## src/hw/rtl/greedy_line_full_justify_defines.svh

```systemverilog
// Assertion macros shared by the line justification RTL
`ifndef GREEDY_LINE_FULL_JUSTIFY_DEFINES_SVH
`define GREEDY_LINE_FULL_JUSTIFY_DEFINES_SVH

// same-cycle implication
`define GLJF_ASSERT_NOW(label, clk, rst, ante, cons) \
   label: assert property (@(posedge clk) disable iff (rst) (ante) |-> (cons)) \
      else $error("gljf: same-cycle check failed");

// next-cycle implication
`define GLJF_ASSERT_NEXT(label, clk, rst, ante, cons) \
   label: assert property (@(posedge clk) disable iff (rst) (ante) |=> (cons)) \
      else $error("gljf: next-cycle check failed");

`endif

```

## src/hw/rtl/gljf_pkg.sv

```systemverilog
// Shared widths, constants and control/status types for the justification block
package gljf_pkg;

   localparam int WORD_W  = 7;
   localparam int GAP_W   = 6;
   localparam int PAD_W   = 6;
   localparam int WIDTH_W = 7;

   localparam logic [WIDTH_W-1:0] WIDTH_RESET = 7'd64;

   typedef struct packed {
      logic load;
      logic div_start;
      logic idx_clear;
      logic idx_next;
      logic emit_just;
      logic emit_final;
      logic emit_over;
      logic append;
      logic clear_buf;
   } cmd_type;

   typedef struct packed {
      logic need_close;
      logic single;
      logic oversize;
      logic last;
      logic idx_last;
      logic div_busy;
      logic out_free;
   } status_type;

endpackage

```

## src/hw/rtl/gljf_req_if.sv

```systemverilog
// Request channel interface: word length and end-of-text flag
interface gljf_req_if;
   logic                       valid;
   logic                       ready;
   logic [gljf_pkg::WORD_W-1:0] word_length;
   logic                       last_word;

   modport source (output valid, word_length, last_word, input ready);
   modport sink   (input valid, word_length, last_word, output ready);
endinterface

```

## src/hw/rtl/gljf_rsp_if.sv

```systemverilog
// Response channel interface: placement of one word in a justified line
interface gljf_rsp_if;
   logic                        valid;
   logic                        ready;
   logic [gljf_pkg::WORD_W-1:0] word_size;
   logic [gljf_pkg::GAP_W-1:0]  gap_before;
   logic [gljf_pkg::PAD_W-1:0]  pad_after;
   logic                        line_end;
   logic                        text_end;

   modport source (output valid, word_size, gap_before, pad_after, line_end, text_end,
                   input ready);
   modport sink   (input valid, word_size, gap_before, pad_after, line_end, text_end,
                   output ready);
endinterface

```

## src/hw/rtl/gljf_ram.sv

```systemverilog
// Generic single-write, single-read RAM with registered read data
module gljf_ram #(
   parameter int DATA_W = 8,
   parameter int DEPTH  = 32
) (
   input  logic                                   clock,
   input  logic                                   wr_en,
   input  logic [((DEPTH > 1) ? $clog2(DEPTH) : 1)-1:0] wr_addr,
   input  logic [DATA_W-1:0]                      wr_data,
   input  logic [((DEPTH > 1) ? $clog2(DEPTH) : 1)-1:0] rd_addr,
   output logic [DATA_W-1:0]                      rd_data
);

   logic [DATA_W-1:0] mem_ff [DEPTH];
   logic [DATA_W-1:0] rd_data_ff;

   always_ff @(posedge clock) begin
      if (wr_en) begin
         mem_ff[wr_addr] <= wr_data;
      end
      rd_data_ff <= mem_ff[rd_addr];
   end

   assign rd_data = rd_data_ff;

endmodule

```

## src/hw/rtl/gljf_div.sv

```systemverilog
// Restoring divider, one quotient bit per cycle, for slack over gap count
module gljf_div #(
   parameter int DIVISOR_W = 6
) (
   input  logic                         clock,
   input  logic                         reset,
   input  logic                         start,
   input  logic [gljf_pkg::WIDTH_W-1:0] dividend,
   input  logic [DIVISOR_W-1:0]         divisor,
   output logic                         busy,
   output logic [gljf_pkg::WIDTH_W-1:0] quotient,
   output logic [DIVISOR_W-1:0]         remainder
);

   localparam int QW     = gljf_pkg::WIDTH_W;
   localparam int STEP_W = $clog2(QW + 1);

   logic              busy_ff, busy_in;
   logic [STEP_W-1:0] step_ff, step_in;
   logic [QW-1:0]     quo_ff, quo_in;
   logic [DIVISOR_W-1:0] rem_ff, rem_in;
   logic [DIVISOR_W-1:0] dsr_ff, dsr_in;
   logic [DIVISOR_W:0]   trial;
   logic                 fits;

   always_comb begin
      trial   = {rem_ff, quo_ff[QW-1]};
      fits    = trial >= {1'b0, dsr_ff};
      busy_in = busy_ff;
      step_in = step_ff;
      quo_in  = quo_ff;
      rem_in  = rem_ff;
      dsr_in  = dsr_ff;
      if (start) begin
         busy_in = 1'b1;
         step_in = STEP_W'(QW);
         quo_in  = dividend;
         rem_in  = '0;
         dsr_in  = divisor;
      end else if (busy_ff) begin
         quo_in  = {quo_ff[QW-2:0], fits};
         rem_in  = fits ? DIVISOR_W'(trial - {1'b0, dsr_ff}) : trial[DIVISOR_W-1:0];
         step_in = step_ff - STEP_W'(1);
         if (step_ff == STEP_W'(1)) begin
            busy_in = 1'b0;
         end
      end
   end

   always_ff @(posedge clock) begin
      if (reset) begin
         busy_ff <= 1'b0;
         step_ff <= '0;
      end else begin
         busy_ff <= busy_in;
         step_ff <= step_in;
      end
   end

   always_ff @(posedge clock) begin
      quo_ff <= quo_in;
      rem_ff <= rem_in;
      dsr_ff <= dsr_in;
   end

   assign busy      = busy_ff;
   assign quotient  = quo_ff;
   assign remainder = rem_ff;

endmodule

```

## src/hw/rtl/gljf_ctrl.sv

```systemverilog
// Sequencer for request intake, line closing, word placement and final line walk
module gljf_ctrl (
   input  logic                 clock,
   input  logic                 reset,
   input  logic                 req_valid,
   output logic                 req_ready,
   input  gljf_pkg::status_type st,
   output gljf_pkg::cmd_type    cmd
);

   typedef enum logic [3:0] {
      S_IDLE,
      S_DECIDE,
      S_DIV,
      S_RD_J,
      S_EMIT_J,
      S_PLACE,
      S_OVER,
      S_RD_F,
      S_EMIT_F
   } state_type;

   state_type state_ff, state_in;

   always_comb begin
      state_in  = state_ff;
      cmd       = '0;
      req_ready = 1'b0;
      case (state_ff)
         S_IDLE: begin
            req_ready = 1'b1;
            if (req_valid) begin
               cmd.load = 1'b1;
               state_in = S_DECIDE;
            end
         end
         S_DECIDE: begin
            if (st.need_close) begin
               cmd.idx_clear = 1'b1;
               if (st.single) begin
                  state_in = S_RD_J;
               end else begin
                  cmd.div_start = 1'b1;
                  state_in      = S_DIV;
               end
            end else begin
               state_in = S_PLACE;
            end
         end
         S_DIV: begin
            if (!st.div_busy) begin
               state_in = S_RD_J;
            end
         end
         S_RD_J: begin
            state_in = S_EMIT_J;
         end
         S_EMIT_J: begin
            if (st.out_free) begin
               cmd.emit_just = 1'b1;
               if (st.idx_last) begin
                  cmd.clear_buf = 1'b1;
                  state_in      = S_PLACE;
               end else begin
                  cmd.idx_next = 1'b1;
                  state_in     = S_RD_J;
               end
            end
         end
         S_PLACE: begin
            if (st.oversize) begin
               state_in = S_OVER;
            end else begin
               cmd.append    = 1'b1;
               cmd.idx_clear = 1'b1;
               state_in      = st.last ? S_RD_F : S_IDLE;
            end
         end
         S_OVER: begin
            if (st.out_free) begin
               cmd.emit_over = 1'b1;
               state_in      = S_IDLE;
            end
         end
         S_RD_F: begin
            state_in = S_EMIT_F;
         end
         S_EMIT_F: begin
            if (st.out_free) begin
               cmd.emit_final = 1'b1;
               if (st.idx_last) begin
                  cmd.clear_buf = 1'b1;
                  state_in      = S_IDLE;
               end else begin
                  cmd.idx_next = 1'b1;
                  state_in     = S_RD_F;
               end
            end
         end
         default: begin
            state_in = S_IDLE;
         end
      endcase
   end

   always_ff @(posedge clock) begin
      if (reset) begin
         state_ff <= S_IDLE;
      end else begin
         state_ff <= state_in;
      end
   end

endmodule

```

## src/hw/rtl/gljf_dp.sv

```systemverilog
// Datapath: width register, word buffer, slack and gap arithmetic, response register
`include "greedy_line_full_justify_defines.svh"

module gljf_dp #(
   parameter int MAX_WIDTH = 64,
   parameter int MAX_WORDS = 32
) (
   input  logic                         clock,
   input  logic                         reset,
   input  gljf_pkg::cmd_type            cmd,
   output gljf_pkg::status_type         st,
   input  logic [gljf_pkg::WORD_W-1:0]  word_length,
   input  logic                         last_word,
   input  logic                         csr_write_en,
   input  logic [gljf_pkg::WIDTH_W-1:0] csr_write_data,
   output logic                         rsp_valid,
   input  logic                         rsp_ready,
   output logic [gljf_pkg::WORD_W-1:0]  rsp_word_size,
   output logic [gljf_pkg::GAP_W-1:0]   rsp_gap_before,
   output logic [gljf_pkg::PAD_W-1:0]   rsp_pad_after,
   output logic                         rsp_line_end,
   output logic                         rsp_text_end
);

   localparam int WW    = gljf_pkg::WIDTH_W;
   localparam int LW    = gljf_pkg::WORD_W;
   localparam int GW    = gljf_pkg::GAP_W;
   localparam int PW    = gljf_pkg::PAD_W;
   localparam int CNT_W = $clog2(MAX_WORDS + 1);
   localparam int IDX_W = (MAX_WORDS > 1) ? $clog2(MAX_WORDS) : 1;
   localparam int SUM_W = $clog2(MAX_WORDS + 2 * (2 ** WW)) + 1;

   logic [WW-1:0]    width_ff, width_in;
   logic [LW-1:0]    word_ff;
   logic             last_ff;
   logic [CNT_W-1:0] count_ff, count_in;
   logic [WW-1:0]    total_ff, total_in;
   logic [IDX_W-1:0] idx_ff, idx_in;

   logic             rsp_valid_ff, rsp_valid_in;
   logic [LW-1:0]    size_ff, size_in;
   logic [GW-1:0]    gap_ff, gap_in;
   logic [PW-1:0]    pad_ff, pad_in;
   logic             le_ff, le_in;
   logic             te_ff, te_in;

   logic [WW-1:0]    act_width;
   logic [SUM_W-1:0] fit_sum;
   logic [SUM_W-1:0] used;
   logic [SUM_W-1:0] fin_pad;
   logic [WW-1:0]    slack;
   logic [CNT_W-1:0] divisor;
   logic             div_busy;
   logic [WW-1:0]    quotient;
   logic [CNT_W-1:0] remainder;
   logic [WW:0]      gap_sum;
   logic [GW-1:0]    gap_just;
   logic [LW-1:0]    rd_len;
   logic             idx_last;
   logic             out_free;

   always_comb begin
      if (width_ff == '0) begin
         act_width = WW'(1);
      end else if (int'(width_ff) > MAX_WIDTH) begin
         act_width = WW'(MAX_WIDTH);
      end else begin
         act_width = width_ff;
      end
   end

   assign fit_sum  = SUM_W'(count_ff) + SUM_W'(total_ff) + SUM_W'(word_ff);
   assign slack    = (act_width > total_ff) ? act_width - total_ff : '0;
   assign used     = SUM_W'(total_ff) + SUM_W'(count_ff) - SUM_W'(1);
   assign fin_pad  = (SUM_W'(act_width) > used) ? SUM_W'(act_width) - used : '0;
   assign divisor  = count_ff - CNT_W'(1);
   assign idx_last = CNT_W'(idx_ff) == count_ff - CNT_W'(1);
   assign out_free = !rsp_valid_ff || rsp_ready;
   assign gap_sum  = (WW + 1)'(quotient) + (WW + 1)'(CNT_W'(idx_ff) <= remainder);
   assign gap_just = (idx_ff == '0) ? '0 : gap_sum[GW-1:0];

   always_comb begin
      st            = '0;
      st.need_close = (count_ff != '0) &&
                      ((count_ff >= CNT_W'(MAX_WORDS)) || (fit_sum > SUM_W'(act_width)));
      st.single     = count_ff == CNT_W'(1);
      st.oversize   = word_ff > act_width;
      st.last       = last_ff;
      st.idx_last   = idx_last;
      st.div_busy   = div_busy;
      st.out_free   = out_free;
   end

   gljf_div #(
      .DIVISOR_W (CNT_W)
   ) u_div (
      .clock     (clock),
      .reset     (reset),
      .start     (cmd.div_start),
      .dividend  (slack),
      .divisor   (divisor),
      .busy      (div_busy),
      .quotient  (quotient),
      .remainder (remainder)
   );

   gljf_ram #(
      .DATA_W (LW),
      .DEPTH  (MAX_WORDS)
   ) u_buf (
      .clock   (clock),
      .wr_en   (cmd.append),
      .wr_addr (count_ff[IDX_W-1:0]),
      .wr_data (word_ff),
      .rd_addr (idx_ff),
      .rd_data (rd_len)
   );

   always_comb begin
      width_in = csr_write_en ? csr_write_data : width_ff;

      count_in = count_ff;
      total_in = total_ff;
      if (cmd.clear_buf) begin
         count_in = '0;
         total_in = '0;
      end else if (cmd.append) begin
         count_in = count_ff + CNT_W'(1);
         total_in = total_ff + WW'(word_ff);
      end

      idx_in = idx_ff;
      if (cmd.idx_clear) begin
         idx_in = '0;
      end else if (cmd.idx_next) begin
         idx_in = idx_ff + IDX_W'(1);
      end

      rsp_valid_in = rsp_valid_ff && !rsp_ready;
      size_in      = size_ff;
      gap_in       = gap_ff;
      pad_in       = pad_ff;
      le_in        = le_ff;
      te_in        = te_ff;
      if (cmd.emit_just) begin
         rsp_valid_in = 1'b1;
         size_in      = rd_len;
         gap_in       = gap_just;
         pad_in       = st.single ? slack[PW-1:0] : '0;
         le_in        = idx_last;
         te_in        = 1'b0;
      end else if (cmd.emit_final) begin
         rsp_valid_in = 1'b1;
         size_in      = rd_len;
         gap_in       = GW'(idx_ff != '0);
         pad_in       = idx_last ? fin_pad[PW-1:0] : '0;
         le_in        = idx_last;
         te_in        = idx_last;
      end else if (cmd.emit_over) begin
         rsp_valid_in = 1'b1;
         size_in      = word_ff;
         gap_in       = '0;
         pad_in       = '0;
         le_in        = 1'b1;
         te_in        = last_ff;
      end
   end

   always_ff @(posedge clock) begin
      if (reset) begin
         width_ff     <= gljf_pkg::WIDTH_RESET;
         count_ff     <= '0;
         total_ff     <= '0;
         idx_ff       <= '0;
         rsp_valid_ff <= 1'b0;
      end else begin
         width_ff     <= width_in;
         count_ff     <= count_in;
         total_ff     <= total_in;
         idx_ff       <= idx_in;
         rsp_valid_ff <= rsp_valid_in;
      end
   end

   always_ff @(posedge clock) begin
      if (cmd.load) begin
         word_ff <= word_length;
         last_ff <= last_word;
      end
      size_ff <= size_in;
      gap_ff  <= gap_in;
      pad_ff  <= pad_in;
      le_ff   <= le_in;
      te_ff   <= te_in;
   end

   assign rsp_valid      = rsp_valid_ff;
   assign rsp_word_size  = size_ff;
   assign rsp_gap_before = gap_ff;
   assign rsp_pad_after  = pad_ff;
   assign rsp_line_end   = le_ff;
   assign rsp_text_end   = te_ff;

   `GLJF_ASSERT_NOW(a_emit_slot_free, clock, reset,
      cmd.emit_just || cmd.emit_final || cmd.emit_over, out_free)
   `GLJF_ASSERT_NEXT(a_append_counts, clock, reset,
      cmd.append, count_ff == $past(count_ff) + CNT_W'(1))
   `GLJF_ASSERT_NEXT(a_clear_empties, clock, reset,
      cmd.clear_buf, count_ff == '0 && total_ff == '0)
   `GLJF_ASSERT_NEXT(a_div_runs, clock, reset, cmd.div_start, div_busy)

endmodule

```

## src/hw/rtl/greedy_line_full_justify.sv

```systemverilog
// Top level of the greedy full-justification layout engine
//
//   channel   direction  handshake           payload
//   req_chan  in         valid/ready         word_length, last_word
//   rsp_chan  out        valid/ready         word_size, gap_before, pad_after,
//                                            line_end, text_end
//   csr       in         csr_write_en        csr_write_data (line width)
//
// One request at a time: the word is taken in S_IDLE, classified in S_DECIDE, placed in S_PLACE.
// Closing a justified line of n > 1 words first runs the slack divider, then walks
// each buffered word through a buffer RAM read and a response load; a one-word line
// skips the divider. The final line walk reads and loads each word the same way.
// A stalled response holds the walk in place; the response register frees the
// request side once the last response of a request is loaded.
// Reset sets the line width to 64 and empties the buffer; buffer RAM is not cleared.
module greedy_line_full_justify #(
   parameter int MAX_WIDTH = 64,
   parameter int MAX_WORDS = 32
) (
   input  logic                         clock,
   input  logic                         reset,
   gljf_req_if.sink                     req_chan,
   gljf_rsp_if.source                   rsp_chan,
   input  logic                         csr_write_en,
   input  logic [gljf_pkg::WIDTH_W-1:0] csr_write_data
);

   gljf_pkg::cmd_type    cmd;
   gljf_pkg::status_type st;

   gljf_ctrl u_ctrl (
      .clock     (clock),
      .reset     (reset),
      .req_valid (req_chan.valid),
      .req_ready (req_chan.ready),
      .st        (st),
      .cmd       (cmd)
   );

   gljf_dp #(
      .MAX_WIDTH (MAX_WIDTH),
      .MAX_WORDS (MAX_WORDS)
   ) u_dp (
      .clock          (clock),
      .reset          (reset),
      .cmd            (cmd),
      .st             (st),
      .word_length    (req_chan.word_length),
      .last_word      (req_chan.last_word),
      .csr_write_en   (csr_write_en),
      .csr_write_data (csr_write_data),
      .rsp_valid      (rsp_chan.valid),
      .rsp_ready      (rsp_chan.ready),
      .rsp_word_size  (rsp_chan.word_size),
      .rsp_gap_before (rsp_chan.gap_before),
      .rsp_pad_after  (rsp_chan.pad_after),
      .rsp_line_end   (rsp_chan.line_end),
      .rsp_text_end   (rsp_chan.text_end)
   );

endmodule

```

## src/flat_wrapper.sv

```systemverilog
// flat-port wrapper written by rule: the top's interface ports become plain ports
module greedy_line_full_justify_flat 
#(
   parameter int MAX_WIDTH = 64,
   parameter int MAX_WORDS = 32
)
  (clock, reset, csr_write_en, csr_write_data, req_chan_valid, req_chan_word_length, req_chan_last_word, req_chan_ready, rsp_chan_valid, rsp_chan_word_size, rsp_chan_gap_before, rsp_chan_pad_after, rsp_chan_line_end, rsp_chan_text_end, rsp_chan_ready);
  gljf_req_if req_chan_i ();
  gljf_rsp_if rsp_chan_i ();
  input  logic clock;
  input  logic reset;
  input  logic csr_write_en;
  input  logic [gljf_pkg::WIDTH_W-1:0] csr_write_data;
  input wire logic [$bits(req_chan_i.valid)-1:0] req_chan_valid;
  input wire logic [$bits(req_chan_i.word_length)-1:0] req_chan_word_length;
  input wire logic [$bits(req_chan_i.last_word)-1:0] req_chan_last_word;
  output wire logic [$bits(req_chan_i.ready)-1:0] req_chan_ready;
  output wire logic [$bits(rsp_chan_i.valid)-1:0] rsp_chan_valid;
  output wire logic [$bits(rsp_chan_i.word_size)-1:0] rsp_chan_word_size;
  output wire logic [$bits(rsp_chan_i.gap_before)-1:0] rsp_chan_gap_before;
  output wire logic [$bits(rsp_chan_i.pad_after)-1:0] rsp_chan_pad_after;
  output wire logic [$bits(rsp_chan_i.line_end)-1:0] rsp_chan_line_end;
  output wire logic [$bits(rsp_chan_i.text_end)-1:0] rsp_chan_text_end;
  input wire logic [$bits(rsp_chan_i.ready)-1:0] rsp_chan_ready;
  assign req_chan_i.valid = req_chan_valid;
  assign req_chan_i.word_length = req_chan_word_length;
  assign req_chan_i.last_word = req_chan_last_word;
  assign req_chan_ready = req_chan_i.ready;
  assign rsp_chan_valid = rsp_chan_i.valid;
  assign rsp_chan_word_size = rsp_chan_i.word_size;
  assign rsp_chan_gap_before = rsp_chan_i.gap_before;
  assign rsp_chan_pad_after = rsp_chan_i.pad_after;
  assign rsp_chan_line_end = rsp_chan_i.line_end;
  assign rsp_chan_text_end = rsp_chan_i.text_end;
  assign rsp_chan_i.ready = rsp_chan_ready;
  greedy_line_full_justify #(.MAX_WIDTH(MAX_WIDTH), .MAX_WORDS(MAX_WORDS)) u_core (.clock(clock), .reset(reset), .req_chan(req_chan_i), .rsp_chan(rsp_chan_i), .csr_write_en(csr_write_en), .csr_write_data(csr_write_data));
endmodule
```

## config.mk

```make
export PLATFORM = sky130hd
export DESIGN_NAME = greedy_line_full_justify_flat
export DESIGN_NICKNAME = d
export VERILOG_FILES = /design/src/hw/rtl/gljf_pkg.sv /design/src/hw/rtl/gljf_req_if.sv /design/src/hw/rtl/gljf_rsp_if.sv /design/src/hw/rtl/gljf_ram.sv /design/src/hw/rtl/gljf_div.sv /design/src/hw/rtl/gljf_ctrl.sv /design/src/hw/rtl/gljf_dp.sv /design/src/hw/rtl/greedy_line_full_justify.sv /design/src/flat_wrapper.sv
export VERILOG_INCLUDE_DIRS = /design/src /design/src/hw/rtl
export SDC_FILE = /design/constraint.sdc
export NUM_CORES = 1
export LEC_CHECK = 0
export ABC_AREA = 0
export BUFFER_PORTS_ARGS = -buffer_cell sky130_fd_sc_hd__buf_4
export CAP_MARGIN = 20
export CORE_MARGIN = 5
export CORE_UTILIZATION = 25
export CTS_CLUSTER_SIZE = 10
export DETAILED_ROUTE_END_ITERATION = 10
export HOLD_SLACK_MARGIN = 0.02
export SLEW_MARGIN = 10
export SYNTH_ARGS = -nofsm -noshare
export SYNTH_HDL_FRONTEND = slang
export SYNTH_SLANG_ARGS = --single-unit
export TNS_END_PERCENT = 30
```

## constraint.sdc

```tcl
create_clock -name clock -period 4.3 [get_ports clock]
set_input_delay 1.075 -clock clock [delete_from_list [all_inputs] [get_ports clock]]
set_output_delay 1.075 -clock clock [all_outputs]
set_load 0.03 [all_outputs]
```

==> qor.yml <==
placed_design:
  dp_hpwl_um: 24300
  portBuffers: 42
  dpl.cell_count: 1857
  gp_congestion: 0.856
sta:
  period_needed_ns: 4.15
  whs_ns: 0.493
  slew_headroom: 0.495
  max_freq_mhz: 241
  finalHoldViolCount: 0
  totalNegativeSetupSlack_ns: 0
  finalMaxSlewViolations: 0
  setup_viol_count_final: 0
  worstMarginPinSlew_ns: 0.753
  finalClockSkew_ns: 0.0148
  min_period_over_period: 0.965
worst_setup_path:
  crit_top_cell: "ha_1"
  startpoint_type: "register"
  critPathMaxFanout: 5
  path_class: "reg -> reg"
  worstSetupEndpointType: "register"
  cp.required_ns: 4.65
  worst-path-buf-inv: 1
  crit_chain: "ha_1 > fa_2 > a211o_1 > o21ai_1 > xnor2_1 > buf_4 > or3_1 > xor2_1 > ha_1 > nor3_1 > nor2_1 > o41ai_1 > or4_4 > a41oi_2 > o211ai_4 > o32ai_2"
  cp_data_arrival_time_ns: 4.50
  cpPeakStageDelay_ns: 0.59
  cp_top_family: "compound AO/OA/AOI/OAI gates"
  cpMaxStageDelayCell: "or4_4"
cells_and_area:
  regArea_mm2: 0.00892
  fin_nets: 1224
  final_layout_size_suffix_gt1_frac: 0.206
  n_antenna_cell: 0
  stdcell_count: 1921
  syn_to_final_growth_pct: 17.8
  fill_cells: 5807
  multiInputGateArea_mm2: 0.00562
detailed_routing:
  dr.pass1.iters: 5
  drt_wl_total_um: 35500
  dr_wl_met2_um: 16600
  highest_layer: "met4"
  wl_met3_um: 2150
  num_vias: 8976
  dr.first_iter.drc_count: 608
  ant_nets: 0
  vias_per_cell: 4.67
  wl_met1_um: 16000
  wl_per_cell_um: 18.5
  route.detailed.drc: 0
synthesis:
  synth_top_area_frac: 0.536
  ys_seq_area_frac: 0.601
  synthArstFlopShare: 0
  yosys-top-cells-area: "edfxtp_1 (54%), mux4_2 (11%), dfxtp_1 (6.5%)"
  synth_edf_count: 265
  ys_seq_elements: 313
  syn_area_per_cell_um2: 14.2
  synth_area_mm2: 0.0148
  syn_inst: 1042
  ys.flop_type: "edfxtp_1"
  ys_top_cells_by_count: "edfxtp_1 (265), nor2_1 (102), ha_1 (72)"
  synth.most_common_cell: "edfxtp_1"
  synth_nets: 1140
  ys_warn_count: 0
  ys_types: 67
  yosysTopAreaCell: "edfxtp_1"
die:
  core_mm2: 0.0589
  ios: 43
  die_w_um: 254
  start_util: 0.252
  std_cell_rows: 89
  die_height_um: 254
  die-area_mm2: 0.0643
global_routing:
  grt_usage: 0.107
  grt_pass1_wl_um: 53900
  overflow: 0
  antenna_found_initial: 0
  grt_pass1_vias: 8951
  grt_max_degree: 49
power:
  p_per_area_mw_per_mm2: 423
  ir_drop_uv: 276
  cellLeakagePower_nw: 5.99
clocking:
  worstSkewPairLatency_ns: 0.52
  cts_max_path_buffers: 3
  cts.sinks: 313
  cts-root-buf: "clkbuf_16"
  cts_buffers: 38
  cts.reportedPaths.clkPinSlew_ns: 0.06
  ctsHtreeMaxLevel: 2
  cts_tree: "yes"
status:
  outcome: "finished clean"
run:
  drv_cap: 0
hold_path:
  min_path_type: "reg -> reg"
==> placed cells by master (no fill, tap or decap), drive strengths merged, types with 4 or more instances in the layout <==
cell	count
mux2i	20
xor2	20
a221oi	4
nand2b	9
clkbuf	56
ha	72
o22ai	10
a211oi	7
mux2	10
fa	6
nand3	15
o211ai	5
o31ai	7
or3	6
inv	58
o21ai	36
or4	4
nand4	7
mux4	70
clkinv	5
dfxtp	48
buf	85
edfxtp	265
a21oi	36
xnor2	29
nor2b	12
a21o	9
o21a	14
nor2	102
nand2	61
nor3	13
nand3b	6
==> layout make-up <==
class | instances | share of cell area
sequential | 313 | 0.511
clock inverter | 6 | 0.00465
timing repair buffer | 85 | 0.0372
tap | 773 | 0.0553
clock buffer | 56 | 0.0583
inverter | 58 | 0.0125
multi-input combinational | 630 | 0.321
==> layer usage <==
metal,track usage,up-vias
li1,-,4138
met1,0.154,4507
met2,0.171,282
met3,0.0192,49
met4,0.0250,0
met5,0,-
==> state kept, by name, indices dropped and copies added, names as in the netlist, 5 cells and up <==
signal,cells
u_core.u_dp.word_ff,7
u_core.u_dp.width_ff,7
u_core.u_dp.u_buf.rd_data,7
u_core.u_dp.u_buf.mem_ff,224
u_core.u_dp.u_div.quotient,7
u_core.u_dp.rsp_gap_before,6
u_core.u_dp.idx_ff,5
u_core.u_dp.count_ff,6
u_core.u_dp.total_ff,7
u_core.u_dp.rsp_word_size,7
u_core.u_dp.u_div.dsr_ff,6
u_core.u_dp.u_div.remainder,6
u_core.u_dp.rsp_pad_after,6
==> worst reg2reg max path: stages, from the launching register on <==
cell,delay (ns)
dfxtp_1,0.31
ha_1,0.22
fa_2,0.38
a211o_1,0.29
o21ai_1,0.10
xnor2_1,0.11
buf_4,0.16
or3_1,0.38
xor2_1,0.16
ha_1,0.32
nor3_1,0.06
nor2_1,0.10
o41ai_1,0.12
or4_4,0.59
a41oi_2,0.25
o211ai_4,0.15
o32ai_2,0.27
==> final timing paths <==
path                                      from                           end  slack [ns]  cells after the start
hold reg to reg   u_core.u_dp.u_buf.rd_data[5]  u_core.u_dp.rsp_word_size[5]        0.49                      2
hold / removal    u_core.u_dp.u_buf.rd_data[5]  u_core.u_dp.rsp_word_size[5]        0.49                      2
setup reg to reg       u_core.u_dp.count_ff[0]  u_core.u_dp.rsp_pad_after[4]        0.15                     16
setup / recovery       u_core.u_dp.count_ff[0]  u_core.u_dp.rsp_pad_after[4]        0.15                     16
==> power breakdown <==
group          internal [mW]  switching, mW
clock network           1.70           1.18
registers               3.41         0.0912
logic                  0.430          0.581
==> metrics by stage <==
| step | utilization | area (µm²) | total power, mW | setup WS, ns |
|---|---|---|---|---|
| CTS | 0.295 | 17400 | 7.47 | 0.0437 |
| detailed placement | 0.276 | 16300 | 4.57 | 0.0460 |
| floorplan | - | 14800 | 4.24 | -0.00368 |
| global placement | 0.276 | 16300 | 4.55 | 0.109 |
| global route | 0.297 | 17500 | 7.72 | -0.0425 |
| finish | 0.297 | 17500 | 7.40 | 0.150 |
==> cells by family after synthesis <==
family / count (synthesis) / synth area share
AND/OR/NAND/NOR: 250 / 0.0784
AO/OA/AOI/OAI: 153 / 0.0688
adder cells (fa/ha/maj): 78 / 0.0688
buffers and inverters: 99 / 0.0263
flip-flops: 313 / 0.601
multiplexers: 100 / 0.127
XOR/XNOR: 49 / 0.0289
==> timing repair <==
action / CTS / global route
endpoints found under the setup margin: 0 / 40
hold buffers: 0 / 0
gates resized for setup: 0 / 18
setup buffers: 0 / 2
Note: power is estimated with default switching activity, not from simulation.
